<file path="config.mk">
export PLATFORM = sky130hd
export DESIGN_NAME = edge_list_pair_parser
export DESIGN_NICKNAME = d
export VERILOG_FILES = /design/src/elpp_pkg.sv /design/src/edge_list_pair_parser.sv /design/src/elpp_parse.sv /design/src/elpp_format.sv
export SDC_FILE = /design/constraint.sdc
export NUM_CORES = 1
export LEC_CHECK = 0
export ABC_CLOCK_PERIOD_IN_PS = 18790
export BUFFER_PORTS_ARGS = -buffer_cell sky130_fd_sc_hd__buf_2
export CAP_MARGIN = 15
export CORE_MARGIN = 2
export CORE_UTILIZATION = 30
export CTS_BUF_LIST = sky130_fd_sc_hd__clkbuf_8 sky130_fd_sc_hd__clkbuf_16
export DETAILED_ROUTE_END_ITERATION = 12
export GPL_ROUTABILITY_DRIVEN = 1
export GPL_TIMING_DRIVEN = 0
export PLACE_DENSITY = 0.56
export REMOVE_ABC_BUFFERS = 1
export SYNTH_ARGS = -nofsm -noshare
export SYNTH_HDL_FRONTEND = slang
export SYNTH_SLANG_ARGS = --single-unit
</file>
<file path="constraint.sdc">
create_clock -name clock -period 18.79 [get_ports clock]
set_input_delay 0.9395 -clock clock [delete_from_list [all_inputs] [get_ports clock]]
set_output_delay 0.9395 -clock clock [all_outputs]
set_load 0.05 [all_outputs]
</file>
<file path="src/elpp_pkg.sv">
// ----------------------------------------------------------------------------
// elpp_pkg
// Shared types and constants for the edge list pair parser.
// ----------------------------------------------------------------------------
package elpp_pkg;

   localparam int VALUE_BITS  = 32;
   localparam int NODE_BITS   = 32;
   localparam int BYTE_BITS   = 8;
   localparam int DIGIT_BITS  = 4;
   localparam int OPT_BITS    = 3;

   localparam logic [BYTE_BITS-1:0] CHAR_ZERO    = 8'h30;
   localparam logic [BYTE_BITS-1:0] CHAR_NINE    = 8'h39;
   localparam logic [BYTE_BITS-1:0] CHAR_MINUS   = 8'h2d;
   localparam logic [BYTE_BITS-1:0] CHAR_NEWLINE = 8'h0a;

   // option bit positions
   localparam int OPT_DECREMENT = 0;
   localparam int OPT_TRANSPOSE = 1;
   localparam int OPT_ASCENDING = 2;

   typedef logic [VALUE_BITS-1:0] value_type;
   typedef logic [NODE_BITS-1:0]  node_type;

   typedef enum logic [4:0] {
      PH_SEEK1 = 5'b00001,
      PH_DIG1  = 5'b00010,
      PH_SEEK2 = 5'b00100,
      PH_DIG2  = 5'b01000,
      PH_SKIP  = 5'b10000
   } phase_type;

   typedef enum logic [1:0] {
      ST_PAIR     = 2'd0,
      ST_LINE_END = 2'd1,
      ST_FILE_END = 2'd2
   } status_type;

   typedef struct packed {
      logic       valid;
      value_type  first;
      value_type  second;
      status_type status;
      logic       file_done;
   } pair_event_type;

   typedef struct packed {
      logic       file_done;
      status_type status;
      node_type   second_node;
      node_type   first_node;
   } result_type;

endpackage

</file>
<file path="src/edge_list_pair_parser.sv">
// ----------------------------------------------------------------------------
// edge_list_pair_parser
// Parses a text byte stream into pairs of decimal node ids, one byte a cycle while the result is not stalled.
//
//   channel  direction  payload
//   req      in         tdata: text_byte[7:0]; tlast: end_of_file
//   rsp      out        tdata: first_node[31:0], second_node[63:32]
//                       tuser: status[1:0], file_done[2]
//   csr      in         data: load_options[2:0], always ready
//
// One byte is taken every cycle while the result is not stalled; a result
// passes through the input register, then the parse and option logic into
// the result register. Reset clears the parse state and options.
// A stalled result holds the parse stage; the input register still takes one
// byte if it is empty.
// ----------------------------------------------------------------------------
module edge_list_pair_parser (
   input  logic                           clock,
   input  logic                           reset,
   input  logic                           req_tvalid,
   output logic                           req_tready,
   input  logic [7:0]                     req_tdata,   // text_byte
   input  logic                           req_tlast,   // end_of_file
   output logic                           rsp_tvalid,
   input  logic                           rsp_tready,
   output logic [63:0]                    rsp_tdata,   // first_node, second_node
   output logic [2:0]                     rsp_tuser,   // status, file_done
   input  logic                           csr_valid,
   output logic                           csr_ready,
   input  logic [elpp_pkg::OPT_BITS-1:0]  csr_data     // load_options
);

   logic                                 in_valid_ff, in_valid_in;
   logic [elpp_pkg::BYTE_BITS-1:0]       in_byte_ff;
   logic                                 in_eof_ff;
   logic                                 rsp_valid_ff, rsp_valid_in;
   elpp_pkg::result_type                 result_ff;
   logic [elpp_pkg::OPT_BITS-1:0]        options_ff;

   logic                                 step;
   logic                                 req_take;
   elpp_pkg::pair_event_type             pair_event;
   elpp_pkg::result_type                 result;

   assign step       = in_valid_ff && (!rsp_valid_ff || rsp_tready);
   assign req_tready = !in_valid_ff || step;
   assign req_take   = req_tvalid && req_tready;
   assign csr_ready  = 1'b1;

   assign in_valid_in  = req_take || (in_valid_ff && !step);
   assign rsp_valid_in = step ? pair_event.valid : (rsp_valid_ff && !rsp_tready);

   elpp_parse u_parse (
      .clock       (clock),
      .reset       (reset),
      .step        (step),
      .text_byte   (in_byte_ff),
      .end_of_file (in_eof_ff),
      .pair_event  (pair_event)
   );

   elpp_format u_format (
      .load_options (options_ff),
      .pair_event   (pair_event),
      .result       (result)
   );

   always_ff @(posedge clock) begin
      if (reset) begin
         in_valid_ff  <= 1'b0;
         rsp_valid_ff <= 1'b0;
         options_ff   <= '0;
      end else begin
         in_valid_ff  <= in_valid_in;
         rsp_valid_ff <= rsp_valid_in;
         if (csr_valid) begin
            options_ff <= csr_data;
         end
      end
   end

   always_ff @(posedge clock) begin
      if (req_take) begin
         in_byte_ff <= req_tdata;
         in_eof_ff  <= req_tlast;
      end
      if (step && pair_event.valid) begin
         result_ff <= result;
      end
   end

   assign rsp_tvalid = rsp_valid_ff;
   assign rsp_tdata  = {result_ff.second_node, result_ff.first_node};
   assign rsp_tuser  = {result_ff.file_done, result_ff.status};

endmodule

</file>
<file path="src/elpp_parse.sv">
// ----------------------------------------------------------------------------
// elpp_parse
// Per-byte parse state machine: number search, digit accumulation, line skip.
// ----------------------------------------------------------------------------
module elpp_parse (
   input  logic                           clock,
   input  logic                           reset,
   input  logic                           step,
   input  logic [elpp_pkg::BYTE_BITS-1:0] text_byte,
   input  logic                           end_of_file,
   output elpp_pkg::pair_event_type       pair_event
);

   elpp_pkg::phase_type phase_ff, phase_in;
   elpp_pkg::value_type acc_ff, acc_in;
   elpp_pkg::value_type held_ff, held_in;
   logic                neg_ff, neg_in;

   logic                                   is_digit;
   logic                                   is_newline;
   logic                                   is_minus;
   logic [elpp_pkg::DIGIT_BITS-1:0]        digit;
   elpp_pkg::value_type                    acc_times_ten;
   elpp_pkg::value_type                    finished;

   assign is_digit   = !end_of_file && (text_byte >= elpp_pkg::CHAR_ZERO)
                       && (text_byte <= elpp_pkg::CHAR_NINE);
   assign is_newline = !end_of_file && (text_byte == elpp_pkg::CHAR_NEWLINE);
   assign is_minus   = !end_of_file && (text_byte == elpp_pkg::CHAR_MINUS);
   assign digit      = elpp_pkg::DIGIT_BITS'(text_byte - elpp_pkg::CHAR_ZERO);

   assign acc_times_ten = {acc_ff[elpp_pkg::VALUE_BITS-4:0], 3'b000}
                        + {acc_ff[elpp_pkg::VALUE_BITS-2:0], 1'b0}
                        + elpp_pkg::value_type'(digit);
   assign finished = neg_ff ? (elpp_pkg::value_type'(0) - acc_ff) : acc_ff;

   always_comb begin
      phase_in             = phase_ff;
      acc_in               = acc_ff;
      neg_in               = neg_ff;
      held_in              = held_ff;
      pair_event.valid     = 1'b0;
      pair_event.first     = held_ff;
      pair_event.second    = finished;
      pair_event.status    = elpp_pkg::ST_PAIR;
      pair_event.file_done = end_of_file;
      case (phase_ff)
         elpp_pkg::PH_SEEK1, elpp_pkg::PH_SEEK2: begin
            if (is_digit) begin
               acc_in   = elpp_pkg::value_type'(digit);
               phase_in = (phase_ff == elpp_pkg::PH_SEEK1) ? elpp_pkg::PH_DIG1
                                                           : elpp_pkg::PH_DIG2;
            end else if (is_newline || end_of_file) begin
               pair_event.valid  = 1'b1;
               pair_event.status = end_of_file ? elpp_pkg::ST_FILE_END
                                               : elpp_pkg::ST_LINE_END;
               phase_in = elpp_pkg::PH_SEEK1;
               acc_in   = '0;
               neg_in   = 1'b0;
            end else if (is_minus) begin
               neg_in = 1'b1;
            end
         end
         elpp_pkg::PH_DIG1: begin
            if (is_digit) begin
               acc_in = acc_times_ten;
            end else begin
               held_in = finished;
               acc_in  = '0;
               neg_in  = 1'b0;
               if (end_of_file) begin
                  pair_event.valid  = 1'b1;
                  pair_event.status = elpp_pkg::ST_FILE_END;
                  phase_in          = elpp_pkg::PH_SEEK1;
               end else begin
                  phase_in = elpp_pkg::PH_SEEK2;
               end
            end
         end
         elpp_pkg::PH_DIG2: begin
            if (is_digit) begin
               acc_in = acc_times_ten;
            end else if (is_newline || end_of_file) begin
               pair_event.valid = 1'b1;
               phase_in         = elpp_pkg::PH_SEEK1;
               acc_in           = '0;
               neg_in           = 1'b0;
            end else begin
               acc_in   = finished;
               neg_in   = 1'b0;
               phase_in = elpp_pkg::PH_SKIP;
            end
         end
         elpp_pkg::PH_SKIP: begin
            pair_event.second = acc_ff;
            if (is_newline || end_of_file) begin
               pair_event.valid = 1'b1;
               phase_in         = elpp_pkg::PH_SEEK1;
               acc_in           = '0;
               neg_in           = 1'b0;
            end
         end
         default: begin
            phase_in = elpp_pkg::PH_SEEK1;
            acc_in   = '0;
            neg_in   = 1'b0;
         end
      endcase
   end

   always_ff @(posedge clock) begin
      if (reset) begin
         phase_ff <= elpp_pkg::PH_SEEK1;
         acc_ff   <= '0;
         neg_ff   <= 1'b0;
         held_ff  <= '0;
      end else if (step) begin
         phase_ff <= phase_in;
         acc_ff   <= acc_in;
         neg_ff   <= neg_in;
         held_ff  <= held_in;
      end
   end

endmodule

</file>
<file path="src/elpp_format.sv">
// ----------------------------------------------------------------------------
// elpp_format
// Applies the load options to a parsed pair and builds the result item.
// ----------------------------------------------------------------------------
module elpp_format (
   input  logic [elpp_pkg::OPT_BITS-1:0] load_options,
   input  elpp_pkg::pair_event_type      pair_event,
   output elpp_pkg::result_type          result
);

   elpp_pkg::value_type x_dec;
   elpp_pkg::value_type y_dec;
   elpp_pkg::value_type x_out;
   elpp_pkg::value_type y_out;
   logic                swap;

   always_comb begin
      if (load_options[elpp_pkg::OPT_DECREMENT]) begin
         x_dec = pair_event.first - elpp_pkg::value_type'(1);
         y_dec = pair_event.second - elpp_pkg::value_type'(1);
      end else begin
         x_dec = pair_event.first;
         y_dec = pair_event.second;
      end
      swap = load_options[elpp_pkg::OPT_TRANSPOSE]
             || (load_options[elpp_pkg::OPT_ASCENDING] && ($signed(x_dec) > $signed(y_dec)));
      x_out = swap ? y_dec : x_dec;
      y_out = swap ? x_dec : y_dec;

      result.status    = pair_event.status;
      result.file_done = pair_event.file_done;
      if (pair_event.status == elpp_pkg::ST_PAIR) begin
         result.first_node  = elpp_pkg::NODE_BITS'($signed(x_out));
         result.second_node = elpp_pkg::NODE_BITS'($signed(y_out));
      end else begin
         result.first_node  = '0;
         result.second_node = '0;
      end
   end

endmodule
</file>
Word-level counts from Yosys, hierarchy flattened
Cells that the tools add are included.

storage, ports and cells
  bits in registers = 151
  word-level logic and storage cells = 101
  bits of input ports = 17
  output and inout bits = 70

cells by class
  $add $sub $neg = 6
  muxes and demuxes = 38
  reduce and logical (&&, ||, !) cells = 27
  bitwise gates (word level) = 1
  eq/ne operators = 13
  magnitude comparators = 3

operator list
  kind                     number
  $mux W32                 11
  $pmux W32 S4             1
  $sub A32 B1 Y32 const B  2
  $add A32 B32 Y32         1
  $add A32 B4 Y32          1
  $gt A32 B32 Y1           1
  $sub A1 B32 Y32 const A  1
  $mux W5                  5
  $pmux W5 S4              1
  $logic_and A1 B1 Y1      10
  $mux W1                  10
  $mux W2                  5
  $eq A8 B4 Y1 const B     1
  $eq A8 B6 Y1 const B     1
  $ge A8 B6 Y1 const B     1
  $le A8 B6 Y1 const B     1
  $ne A2 B2 Y1 const B     4
  $pmux W1 S3              2
  $reduce_and A3 Y1        2
  $eq A5 B1 Y1 const B     1
  $eq A5 B2 Y1 const B     1
  $eq A5 B3 Y1 const B     1
  $eq A5 B4 Y1 const B     1
  $eq A5 B5 Y1 const B     1
  other kinds (13)         22

Logic depth before layout (Yosys ltp)
Gate-level depths: netlist of the first run.

  depth in word-level cells = 9
  depth in mapped cells = 25
  mapped depth without buffers = 20

Modules after synthesis
A second synthesis of the first run with hierarchy kept.

unflattened totals
  cell total of the unflattened synthesis = 1432
  area, all modules = 12004.0 um2

modules (own cells, without submodules)
  module                 area each (um2)  instances  cells each  seq. area each (um2)
  elpp_parse             6294.8           1          814         1401.3
  elpp_format            3208.1           1          520         0.0
  edge_list_pair_parser  2501.1           1          98          2382.3

Worst setup path before layout of the first run
OpenSTA, ideal clock, no wires.

  path type = reg-to-reg
  start point = register u_parse.acc_ff[0]
  end point = register result_ff, in the netlist rsp_tdata[18] (data pin)
  setup slack = 12.462 ns
  stages on the path, launching flop included = 24
  path buffers = 5
  period minus slack after synthesis = 6.328 ns
  data arrival time = 6.054 ns
  cell sequence = dfxtp_1 > clkbuf_1 > inv_1 > ha_1 > or3b_2 > buf_2 > or4_4 > nor3b_4 > or4_4 > or4_1 > clkbuf_1 > nor4_1 > xnor2_1 > inv_1 > ha_1 > a21o_1 > a21o_1 > a211oi_1 > o211ai_1 > or3b_2 > o211ai_1 > clkbuf_1 > clkbuf_1 > a211oi_1

on the way
  longest elaborated chain between the ends = 9

ends and longest elaborated chain
  element                 RTL line                     RTL
  from (decl)             elpp_parse.sv:15             elpp_pkg::value_type acc_ff, acc_in;
  from (signal assigned)  elpp_parse.sv:119            acc_ff <= acc_in;
  $sub A1 B32 Y32         elpp_parse.sv:35             assign finished = neg_ff ? (elpp_pkg::value_type'(0) - acc_ff) : acc_ff;
  $mux W32                elpp_parse.sv:35
  $mux W32 (*)            elpp_parse.sv:47             case (phase_ff)
  $sub A32 B1 Y32         elpp_format.sv:20            y_dec = pair_event.second - elpp_pkg::value_type'(1);
  $mux W32 (*)            elpp_format.sv:18            if (load_options[elpp_pkg::OPT_DECREMENT]) begin
  $gt A32 B32 Y1          elpp_format.sv:26            || (load_options[elpp_pkg::OPT_ASCENDING] && ($signed(x_dec) > $signed(y_dec)));
  $logic_and A1 B1 Y1     elpp_format.sv:26
  $logic_or A1 B1 Y1      elpp_format.sv:26
  $mux W32 (*)            elpp_format.sv:27            x_out = swap ? y_dec : x_dec;
  to (signal assigned)    edge_list_pair_parser.sv:88  result_ff <= result;
  to (decl)               edge_list_pair_parser.sv:37  elpp_pkg::result_type result_ff;

Every way passes the cells marked *; elsewhere a longest branch is shown, timed or not.
A chain may end at the register's enable or synchronous reset.

Worst setup path in the final report of the first run
  start point = register u_parse.acc_ff[0]
  end point = register result_ff, in the netlist rsp_tdata[32] (data pin)

on the way
  longest elaborated chain between the ends = 9

ends and longest elaborated chain
  element              RTL line           RTL
  $sub A1 B32 Y32      elpp_parse.sv:35
  $mux W32             elpp_parse.sv:35
  $mux W32 (*)         elpp_parse.sv:47
  $sub A32 B1 Y32      elpp_format.sv:20
  $mux W32 (*)         elpp_format.sv:18
  $gt A32 B32 Y1       elpp_format.sv:26
  $logic_and A1 B1 Y1  elpp_format.sv:26
  $logic_or A1 B1 Y1   elpp_format.sv:26
  $mux W32 (*)         elpp_format.sv:28  y_out = swap ? x_dec : y_dec;

Marked as above.

==> summary.md, run 1 <==
| Metric | Value |
|---|---|
| FF+latch area | 3780 um^2 |
| Grt total ovfl | 0 |
| Final nets | 1648 |
| Area grow syn2layout | 12.0% |
| Commonest non-fill, non-tap cells in the layout | nor2_1, nand2_1, a21oi_1 |
| Synth Area in Compound Gates | 22.7% |
| Yosys cell types | 79 |
| PortBufs | between 80 and 90 |
| Final slew viol count | 0 |
| Worst IR Drop VDD | 0.0000633 V |
| Site Rows | between 70 and 80 |
| Setup ws final | around 11000 ps |
| Initial antenna violation count | 0 |
| Core ar. | roughly 40000 um^2 |
| Final hold vios | 0 |
| FFs w/ async S/R, synth | 0% |
| Yosys Warn Count | 0 |
| Pin count of the biggest net entering global routing | 78 |
| Pre-CTS setup slack | ~11000 ps |
| WL/cell | 16.0 um |
| All-Layer GR Usage | about 16% |
| Total clock buffers created by CTS | 17 |
| Post-Synth Simple-Gate Area | about 22% |
| Post-Syn Instances | 1522 |
| Clk Latency, worst-skew pair | 460 ps |
| RSZ-0062 raised after global routing | false |
| # Post-CTS Setup Buffers | 0 |
| DRT Pass-1 Iters | 5 |
| Wirelength, routed | 33.3 mm |
| Multi-input gate area | 8100 um^2 |
| # hold bufs at CTS | 0 |
| XOR/XNOR Fraction of Synth Area | 9.22% |
| Clk sinks | 151 |
| Die area | 43100 um^2 |
| CTS clk-pin slew, worst paths | 70 ps |
| TNS Setup | 0 ps |
| Fraction of the mapped netlist area in adder cells | 9.58% |
| DRT antenna net count | 0 |
| Vias in the first global route | 10600 |
| Fill cell count | roughly 4200 |
| Clock tree buffer depth | 2 |
| Drt drc | 0 |
| Resize count post-CTS | 0 |
| Max Cap Viol | 0 |
| Worst hold path depth | 2 |
| Crit. End Element | flip-flop |
| #FFs+latches synth | approximately 150 |
| Final setup violation count | 0 |
| Fin crit period | 7710 ps |
| CTS tree | built |
| CP Max Fanout | 15 |
| Crit path launch type | flip-flop |
| Most used flip-flop cell after synthesis | edfxtp_1 |
| Outcome | completed |
| Mapped cell area | 12400 um^2 |
| Antenna diodes | 0 |
| Syn Area/Cell | 8.17 um^2 |
| Worst hold path class | flip-flop to flip-flop |
| Most common cell after layout, fill and taps aside | nor2_1 |
| GP Congestion | 0.884 |
| Die extent in x | 208 um |
| Drt initial violations | 683 |
| Io pins | 87 |
| Vias post-DR | 11200 |
| CTS Root Cell | clkbuf_16 |
| Starting Density | 30.4% |
| Pwr Density | 58.7 nW/um^2 |
| Crit share post-route | 41.0% |
| Peak Freq | 0.130 GHz |
| Worst Path Arrival | about 7900 ps |
| CP Class | flip-flop to flip-flop |
| Actual slew at the worst max-slew pin | 1120 ps |
| Layout cell share with drive strength beyond 1 | between 10% and 20% |
| Die span in y | a little over 200 um |
| Post-synth EDFFs | 76 |
| Routed vias/inst | 5.37 |
| Htree depth | 4 |
| First-pass GRT wire length | 55.8 mm |
| Max-slew headroom | 24.9% |
| Leak pwr | 5.49 nW |
| Clk_skew | 18.4 ps |
| Multiplexer share of the synthesized area | 1.07% |
| Critical Path RT | 18990 ps |
| Detailed-placement wirelength estimate | 25.2 mm |
| Sequential share of the synthesized area | 30.4% |
| Main combinational cell family by area after synthesis | compound AO/OA/AOI/OAI gates |
| R2R depth | 23 |
[cell usage after synthesis (15+ instances only)]
cell        n  area (um^2)
nand2_1   127          477
or3_1      20          125
inv_1      46          173
o21ai_0    65          325
nand3_1    32          160
nor3_1     45          225
nor4_1     24          150
dfxtp_1    75         1500
clkbuf_1   87          327
edfxtp_1   76         2280
xnor2_1    66          578
ha_1       92         1150
o211ai_1   15          113
nor2_1    186          698
a21o_1     31          233
or4_1      21          158
xor2_1     63          552
a211oi_1   82          616
a21oi_1   110          551
[cell families (layout without fill, tap and decap cells)]
| kind of cell | after synthesis | after routing |
|---|---|---|
| other | 1 | 1 |
| xor gates and xnor gates | 130 | 130 |
| DFF | 151 | 151 |
| and+or+nand+nor | 562 | 562 |
| AOI/OAI and AO/OA | 422 | 422 |
| adders and majority gates | 94 | 94 |
| buffers and inverters | 149 | 177 |
| muxes | 13 | 13 |
[final cells by class]
type	count	area share (%)
Multi-Input combinational cell	1222	58.2
Sequential cell	151	27.2
Tap cell	532	4.78
Timing Repair Buffer	99	4.53
Clock buffer	18	3.16
Inverter	46	1.24
Clock inverter	14	0.917
[path summary, 6_finish.rpt]
kind	slack (ps)	startpoint	endpoint
min reg2reg	510	options_ff[1]	options_ff[1]
max	11080	u_parse.acc_ff[0]	rsp_tdata[32]
min	510	options_ff[1]	options_ff[1]
max reg2reg	11080	u_parse.acc_ff[0]	rsp_tdata[32]
[sequential cells by signal, indices dropped and copies added (netlist names), 3 cells and up]
register / count
u_parse.phase_ff: 5
u_parse.acc_ff: 32
rsp_tdata: 64
rsp_tuser: 3
in_byte_ff: 8
options_ff: 3
u_parse.held_ff: 32
[per-stage QoR]
step | instance area (um^2) | utilization, % | hold WS [ps] | power, W | std cells
after floorplan | 12000 | - | 460 | 0.000452 | 1419
after global placement | 13100 | 32.1 | 478 | 0.000484 | 2036
after detailed placement | 13300 | 32.5 | 496 | 0.000486 | 2047
after CTS | 13900 | 33.9 | 514 | 0.000823 | 2079
after global routing | 13900 | 34.1 | 524 | 0.000851 | 2082
final | 13900 | 34.1 | 510 | 0.000817 | 2082
[worst max-delay path, cell delays in order, from the launching register on]
cell      delay [ps]
dfxtp_1          730
inv_1            160
ha_1             320
nor3b_1          210
buf_2            230
or4_1            480
a211oi_1         300
o211ai_1         270
or4_1            740
nor4_1           370
xnor2_1          250
inv_1             80
ha_1             300
a21o_1           180
a21o_1           170
a211oi_1         250
o211ai_1         150
or3b_2           480
o211ai_1         790
buf_4            330
buf_4            210
mux2i_1          230
xor2_1           160
nor2_1            50
[where the power goes]
| part | leakage, nW | switching, W | internal (W) |
|---|---|---|---|
| Clock | 0.273 | 0.000151 | 0.000186 |
| Combinational | 3.90 | 0.0000830 | 0.0000376 |
| Sequential | 1.31 | 0.00000324 | 0.000356 |
[metal layers]
layer  track usage [%]  vias to the layer above  wire [um]
met1              21.1                     5187      15800
met5                 0                        -          0
met4              6.03                        0        886
li1                  -                     5641          -
met2              25.2                      284      15100
met3              2.06                       59       1500
Note: power is estimated with default switching activity, not from simulation.
==> inputs of run 2 (changes only) <==
--- a/config.mk
+++ b/config.mk
@@ -5,7 +5,8 @@
 export SDC_FILE = /design/constraint.sdc
 export NUM_CORES = 1
 export LEC_CHECK = 0
-export ABC_CLOCK_PERIOD_IN_PS = 18790
+export ABC_AREA = 1
+export ABC_CLOCK_PERIOD_IN_PS = 6770
 export BUFFER_PORTS_ARGS = -buffer_cell sky130_fd_sc_hd__buf_2
 export CAP_MARGIN = 15
 export CORE_MARGIN = 2
@@ -14,7 +15,7 @@
 export DETAILED_ROUTE_END_ITERATION = 12
 export GPL_ROUTABILITY_DRIVEN = 1
 export GPL_TIMING_DRIVEN = 0
-export PLACE_DENSITY = 0.56
+export PLACE_DENSITY = 0.58
 export REMOVE_ABC_BUFFERS = 1
 export SYNTH_ARGS = -nofsm -noshare
 export SYNTH_HDL_FRONTEND = slang
==> constraint.sdc (replaced) <==
create_clock -name clock -period 6.77 [get_ports clock]
set_input_delay 0.3385 -clock clock [delete_from_list [all_inputs] [get_ports clock]]
set_output_delay 0.3385 -clock clock [all_outputs]
set_load 0.05 [all_outputs]
==> summary.md, run 2 <==
| Metric | Value |
|---|---|
| Outcome | completed |
| First-pass GRT wire length | roughly 64 mm |
| DRT Pass-1 Iters | 6 |
| Worst hold path class | primary input to flip-flop |
| CP Class | flip-flop to flip-flop |
| Max-slew headroom | approximately a third |
| Antenna diodes | 0 |
| Fin crit period | 6160 ps |
| Pwr Density | 165 nW/um^2 |
| Area leader, netlist | edfxtp_1 |
| Routed vias/inst | 4.92 |
| Die extent in x | 212 um |
| Drt initial violations | 907 |
| Max FFs per register | 64 |
| Die span in y | 212 um |
| Final hold vios | 0 |
| CTS Root Cell | clkbuf_16 |
| Max Cap Viol | 0 |
| Drt drc | 0 |
| Commonest cells post-synth | nand2_1, inv_1, nor2_1 |
| CTS clk-pin slew, worst paths | approximately 70 ps |
| WL met2 | just under 20 mm |
| Most used flip-flop cell after synthesis | edfxtp_1 |
| Core ar. | 42900 um^2 |
| Detailed-placement wirelength estimate | 32.0 mm |
| Pre-CTS setup slack | -631 ps |
| Wirelength, routed | 40.4 mm |
| Clk Latency, worst-skew pair | 450 ps |
| Htree depth | 4 |
| Met3 Wirelength | 1.49 mm |
| Hold Slack | 57.4 ps |
| #FFs+latches synth | between 150 and 200 |
| Total clock buffers created by CTS | 17 |
| Crit-path leading delay family | simple AND/OR/NAND/NOR gates |
| Mapped cell area | approximately 13000 um^2 |
| Crit. End Element | flip-flop |
| Max incr delay on CP | 690 ps |
| Most frequent cell after synthesis | nand2_1 |
| Yosys Warn Count | 0 |
| Setup ws final | 609 ps |
| TNS Setup | 0 ps |
| Sequential share of the synthesized area | 29.1% |
| Peak Freq | roughly 0.16 GHz |
| Vias post-DR | 12900 |
| Synth area leaders | edfxtp_1, nand2_1, dfxtp_1, ha_1, inv_1 |
| Worst IR Drop VDD | ~0.00018 V |
| Placed cell count | 2580 |
| Final slew viol count | 0 |
| Clock tree buffer depth | 2 |
| Final nets | 2128 |
| RSZ-0062 raised after global routing | false |
| Commonest non-fill, non-tap cells in the layout | nand2_1, inv_1, nor2_1 |
| Leak pwr | 7.09 nW |
| Layout cell share with drive strength beyond 1 | 10.2% |
| Critical Path RT | about 7000 ps |
| Top-area cell type share of the netlist area | 17.6% |
| PortBufs | 85 |
| DRT antenna net count | 0 |
| Clk_skew | 7.90 ps |
| Top routing layer in use | met4 |
| Power Total | 0.00241 W |
| Clk sinks | 151 |
| Final setup violation count | 0 |
| Grt total ovfl | 0 |
| Area grow syn2layout | 12.7% |
| Pin count of the biggest net entering global routing | 60 |
| Worst Path Arrival | 6370 ps |
| WP buf/inv | 5 |
| Post-synth EDFFs | 76 |
| Crit share post-route | 91.0% |
| WL/cell | roughly 15 um |
| CP most frequent cell | nand2_1 |
| Metal1 wirelength | between 15 and 20 mm |
| Io pins | 87 |
| CP Max Fanout | 59 |
| Yosys cell types | 57 |
| Initial antenna violation count | 0 |
| GP Congestion | about 0.87 |
| Crit path launch type | flip-flop |
| Die area | roughly 45000 um^2 |
| Vias in the first global route | 12200 |
| Post-Syn Instances | 1963 |
| Most common cell after layout, fill and taps aside | nand2_1 |
| FFs w/ async S/R, synth | 0% |
| All-Layer GR Usage | between 10% and 20% |
| Final cell count without fillers | 2615 |
| Actual slew at the worst max-slew pin | 1010 ps |
| Syn Area/Cell | 6.62 um^2 |
| CTS tree | built |
| Site Rows | 76 |
| Crit-path slowest cell | nor4_1 |
| Starting Density | 30.3% |
-- run 2: routing by layer --
metal	GRT usage, %	up-vias
met3	2.10	58
met1	23.4	5890
met4	7.21	0
li1	-	6618
met5	0	-
met2	31.4	295
-- run 2: logic make-up (layout without fill, tap and decap cells) --
group           Yosys count  in the layout  share of synthesized area [%]
simple gates            991            991                           33.1
compound gates          369            369                           15.8
buf+inv                 305            372                           9.24
flops                   151            151                           29.1
fa+ha+maj                94             94                           9.17
xor+xnor                 52             52                           3.56
other cells               1              1                         0.0289
-- run 2: metrics by stage --
step	utilization, %	cell area [um^2]
detailed placement	32.6	14000
global placement	32.4	13900
floorplan	-	12700
CTS	34.0	14600
finish	34.1	14600
global route	34.1	14600
-- run 2: timing repair --
| item | in CTS | in global routing |
|---|---|---|
| setup buffers | 0 | 0 |
| setup endpoints to repair | 52 | 35 |
| cloned | 1 | 0 |
| hold buffers | 0 | 0 |
| resized for setup | 2 | 3 |
| pin swaps | 0 | 0 |
-- run 2: layout make-up --
type                            count  area [um^2]
Clock inverter                     14          150
Sequential cell                   151         3790
Inverter                          248          937
Fill cell                        4605        28300
Multi-Input combinational cell   1507         8030
Timing Repair inverter              1         5.00
Timing Repair Buffer               91          556
Tap cell                          585          732
Clock buffer                       18          439
-- run 2: path summary, 6_finish.rpt --
kind	to	cells after the start	start	slack [ps]
setup / recovery	rsp_tdata[58]	26	u_parse.phase_ff[0]	610
hold / removal	in_eof_ff	1	req_tlast	60
setup reg to reg	rsp_tdata[58]	26	u_parse.phase_ff[0]	610
hold reg to reg	u_parse.acc_ff[31]	2	u_parse.acc_ff[31]	490
-- run 2: where the power goes --
group | leakage [nW] | internal (W) | total [W] | switching, W
sequential | 1.32 | 0.000992 | 0.00101 | 0.0000136
clock | 0.288 | 0.000554 | 0.000972 | 0.000418
combinational | 5.48 | 0.000123 | 0.000434 | 0.000311
total | 7.09 | 0.00167 | 0.00241 | 0.000742
==> inputs of run 3 (changes only) <==
--- a/config.mk
+++ b/config.mk
@@ -9,9 +9,8 @@
 export ABC_CLOCK_PERIOD_IN_PS = 6770
 export BUFFER_PORTS_ARGS = -buffer_cell sky130_fd_sc_hd__buf_2
 export CAP_MARGIN = 15
-export CORE_MARGIN = 2
+export CORE_MARGIN = 4
 export CORE_UTILIZATION = 30
-export CTS_BUF_LIST = sky130_fd_sc_hd__clkbuf_8 sky130_fd_sc_hd__clkbuf_16
 export DETAILED_ROUTE_END_ITERATION = 12
 export GPL_ROUTABILITY_DRIVEN = 1
 export GPL_TIMING_DRIVEN = 0
==> summary.md, run 3 (same netlist as run 2, synthesis figures left out) <==
| Metric | Value |
|---|---|
| Final hold vios | 0 |
| Area after DPL | 14000 um^2 |
| Hold_sp | req_tdata[7] |
| CTS tree | built |
| Fill cell count | 4592 |
| Outcome | completed |
| Area grow syn2layout | 12.6% |
| Leak pwr | approximately 7 nW |
| Final nets | 2127 |
| Antenna diodes | 0 |
| Htree depth | 4 |
| Final Core Density | 34.5% |
| Worst IR Drop VDD | 0.000174 V |
| Site Rows | 75 |
| Clk_skew | approximately 13 ps |
| Wirelength, routed | 40.3 mm |
| Crit path launch type | flip-flop |
| Clk Latency, worst-skew pair | 450 ps |
| Pwr Density | 169 nW/um^2 |
| RSZ-0062 raised after global routing | false |
| Vias in the first global route | 12400 |
| DRT Pass-1 Iters | 6 |
| Die span in y | 216 um |
| Commonest non-fill, non-tap cells in the layout | nand2_1, inv_1, nor2_1 |
| Fin crit period | 6330 ps |
| Drt initial violations | approximately 1100 |
| TNS Setup | 0 ps |
| Vias post-DR | 12900 |
| Crit-path leading delay family | simple AND/OR/NAND/NOR gates |
| Reg-to-Reg Start | u_parse.neg_ff |
| Die extent in x | 216 um |
| Grt total ovfl | 0 |
| Total clock buffers created by CTS | 17 |
| Max Cap Viol | 0 |
| Peak Freq | 0.158 GHz |
| Worst Path Arrival | 6540 ps |
| Max-slew headroom | a little under a quarter |
| CTS clk-pin slew, worst paths | 70 ps |
| Critical Path RT | approximately 7000 ps |
| Crit. End Element | flip-flop |
| Final setup violation count | 0 |
| Clk sinks | 151 |
| Die area | 46700 um^2 |
| Max FFs per register | 64 |
| Crit. Startpoint | u_parse.neg_ff |
| CP most frequent cell | nand2_1 |
| Routed vias/inst | ~4.9 |
| # hold bufs at CTS | 0 |
| Final slew viol count | 0 |
| Drt drc | 0 |
| Pre-CTS setup slack | -658 ps |
| Worst hold path class | primary input to flip-flop |
| Crit share post-route | 93.5% |
| Io pins | 87 |
| Detailed-placement wirelength estimate | 31.9 mm |
| Max incr delay on CP | 950 ps |
| DRT antenna net count | 0 |
| Most common cell after layout, fill and taps aside | nand2_1 |
| PortBufs | 85 |
| Setup ws final | 438 ps |
| Starting Density | a little over 30% |
| CP Max Fanout | a little under 60 |
| First-pass GRT wire length | 64.7 mm |
| WL/cell | 15.4 um |
| CTS Root Cell | clkbuf_16 |
| GP Congestion | roughly 0.93 |
| WP buf/inv | 5 |
| # Post-CTS Setup Buffers | 0 |
| Hold Slack | 60.8 ps |
| Layout cell share with drive strength beyond 1 | between 10% and 20% |
| All-Layer GR Usage | 17.0% |
| Actual slew at the worst max-slew pin | about 1200 ps |
| Crit-path slowest cell | dfxtp_2 |
| Clock tree buffer depth | 2 |
| CP Class | flip-flop to flip-flop |
| Core ar. | 42400 um^2 |
| Initial antenna violation count | 0 |
| Pin count of the biggest net entering global routing | 60 |
| Design area | approximately 15000 um^2 |
## run 3: changes by cell type in the layout (fill, tap and decap cells not counted), sizes merged
cell,change
buf,-1
bufinv,+2
clkbuf,+3
clkinv,-3
inv,-2
## run 3: power breakdown
group / switching, W / leakage [nW] / total (W) / internal, W
Sequential: 0.0000139 / 1.32 / 0.00101 / 0.000993
Combinational: 0.000307 / 5.47 / 0.000429 / 0.000122
Clock: 0.000404 / 0.296 / 0.00103 / 0.000628
## run 3: worst register-to-register path, cell delays in order, from the launching register on
cell	delay, ps
dfxtp_2	950
inv_2	290
o21ai_1	310
nand3_1	170
nand2_2	160
nand3_2	110
nor2_2	160
nand2_2	100
nor2_4	170
nand2_1	130
o21ai_0	170
and2_1	220
inv_1	60
ha_1	280
nand2_1	50
nor2_1	140
nand2_1	120
nor4_1	620
a21boi_0	210
nand3_1	140
nand2_2	310
buf_12	310
inv_2	580
nand3_1	180
nand2_1	100
inv_1	40
## run 3: layer usage
layer | GRT usage (%) | up-vias | wire, um
met2 | 30.4 | 356 | 19500
li1 | - | 6615 | -
met5 | 0 | - | 0
met3 | 2.21 | 54 | 1750
met1 | 21.3 | 5850 | 18100
met4 | 5.63 | 0 | 993
## run 3: cell type report
type | count | area [um^2] | share of cell area, %
Clock buffer | 21 | 450 | 3.08
Clock inverter | 11 | 170 | 1.16
Inverter | 248 | 935 | 6.39
Multi-Input combinational cell | 1507 | 8030 | 54.9
Sequential cell | 151 | 3780 | 25.9
Tap cell | 577 | 722 | 4.94
Timing Repair Buffer | 90 | 528 | 3.61
Timing Repair inverter | 1 | 5.00 | 0.0342
## run 3: stage by stage
| step | total power (W) | cells |
|---|---|---|
| final | 0.00247 | 2606 |
| after global routing | 0.00257 | 2606 |
| after CTS | 0.00248 | 2605 |
| after detailed placement | 0.00145 | 2572 |
| after global placement | 0.00144 | 2568 |
| after floorplan | 0.00133 | 1906 |
## run 3: timing repair
item | in CTS | in global routing
setup endpoints to repair | 54 | 0
hold endpoints to repair | 0 | 0
gates resized for setup | 2 | 0
## run 3: final timing paths
path | to | slack, ps | cells past startpoint
max | rsp_tdata[57] | 440 | 25
min | in_byte_ff[7] | 60 | 1
max reg2reg | rsp_tdata[57] | 440 | 25
min reg2reg | u_parse.acc_ff[31] | 490 | 2
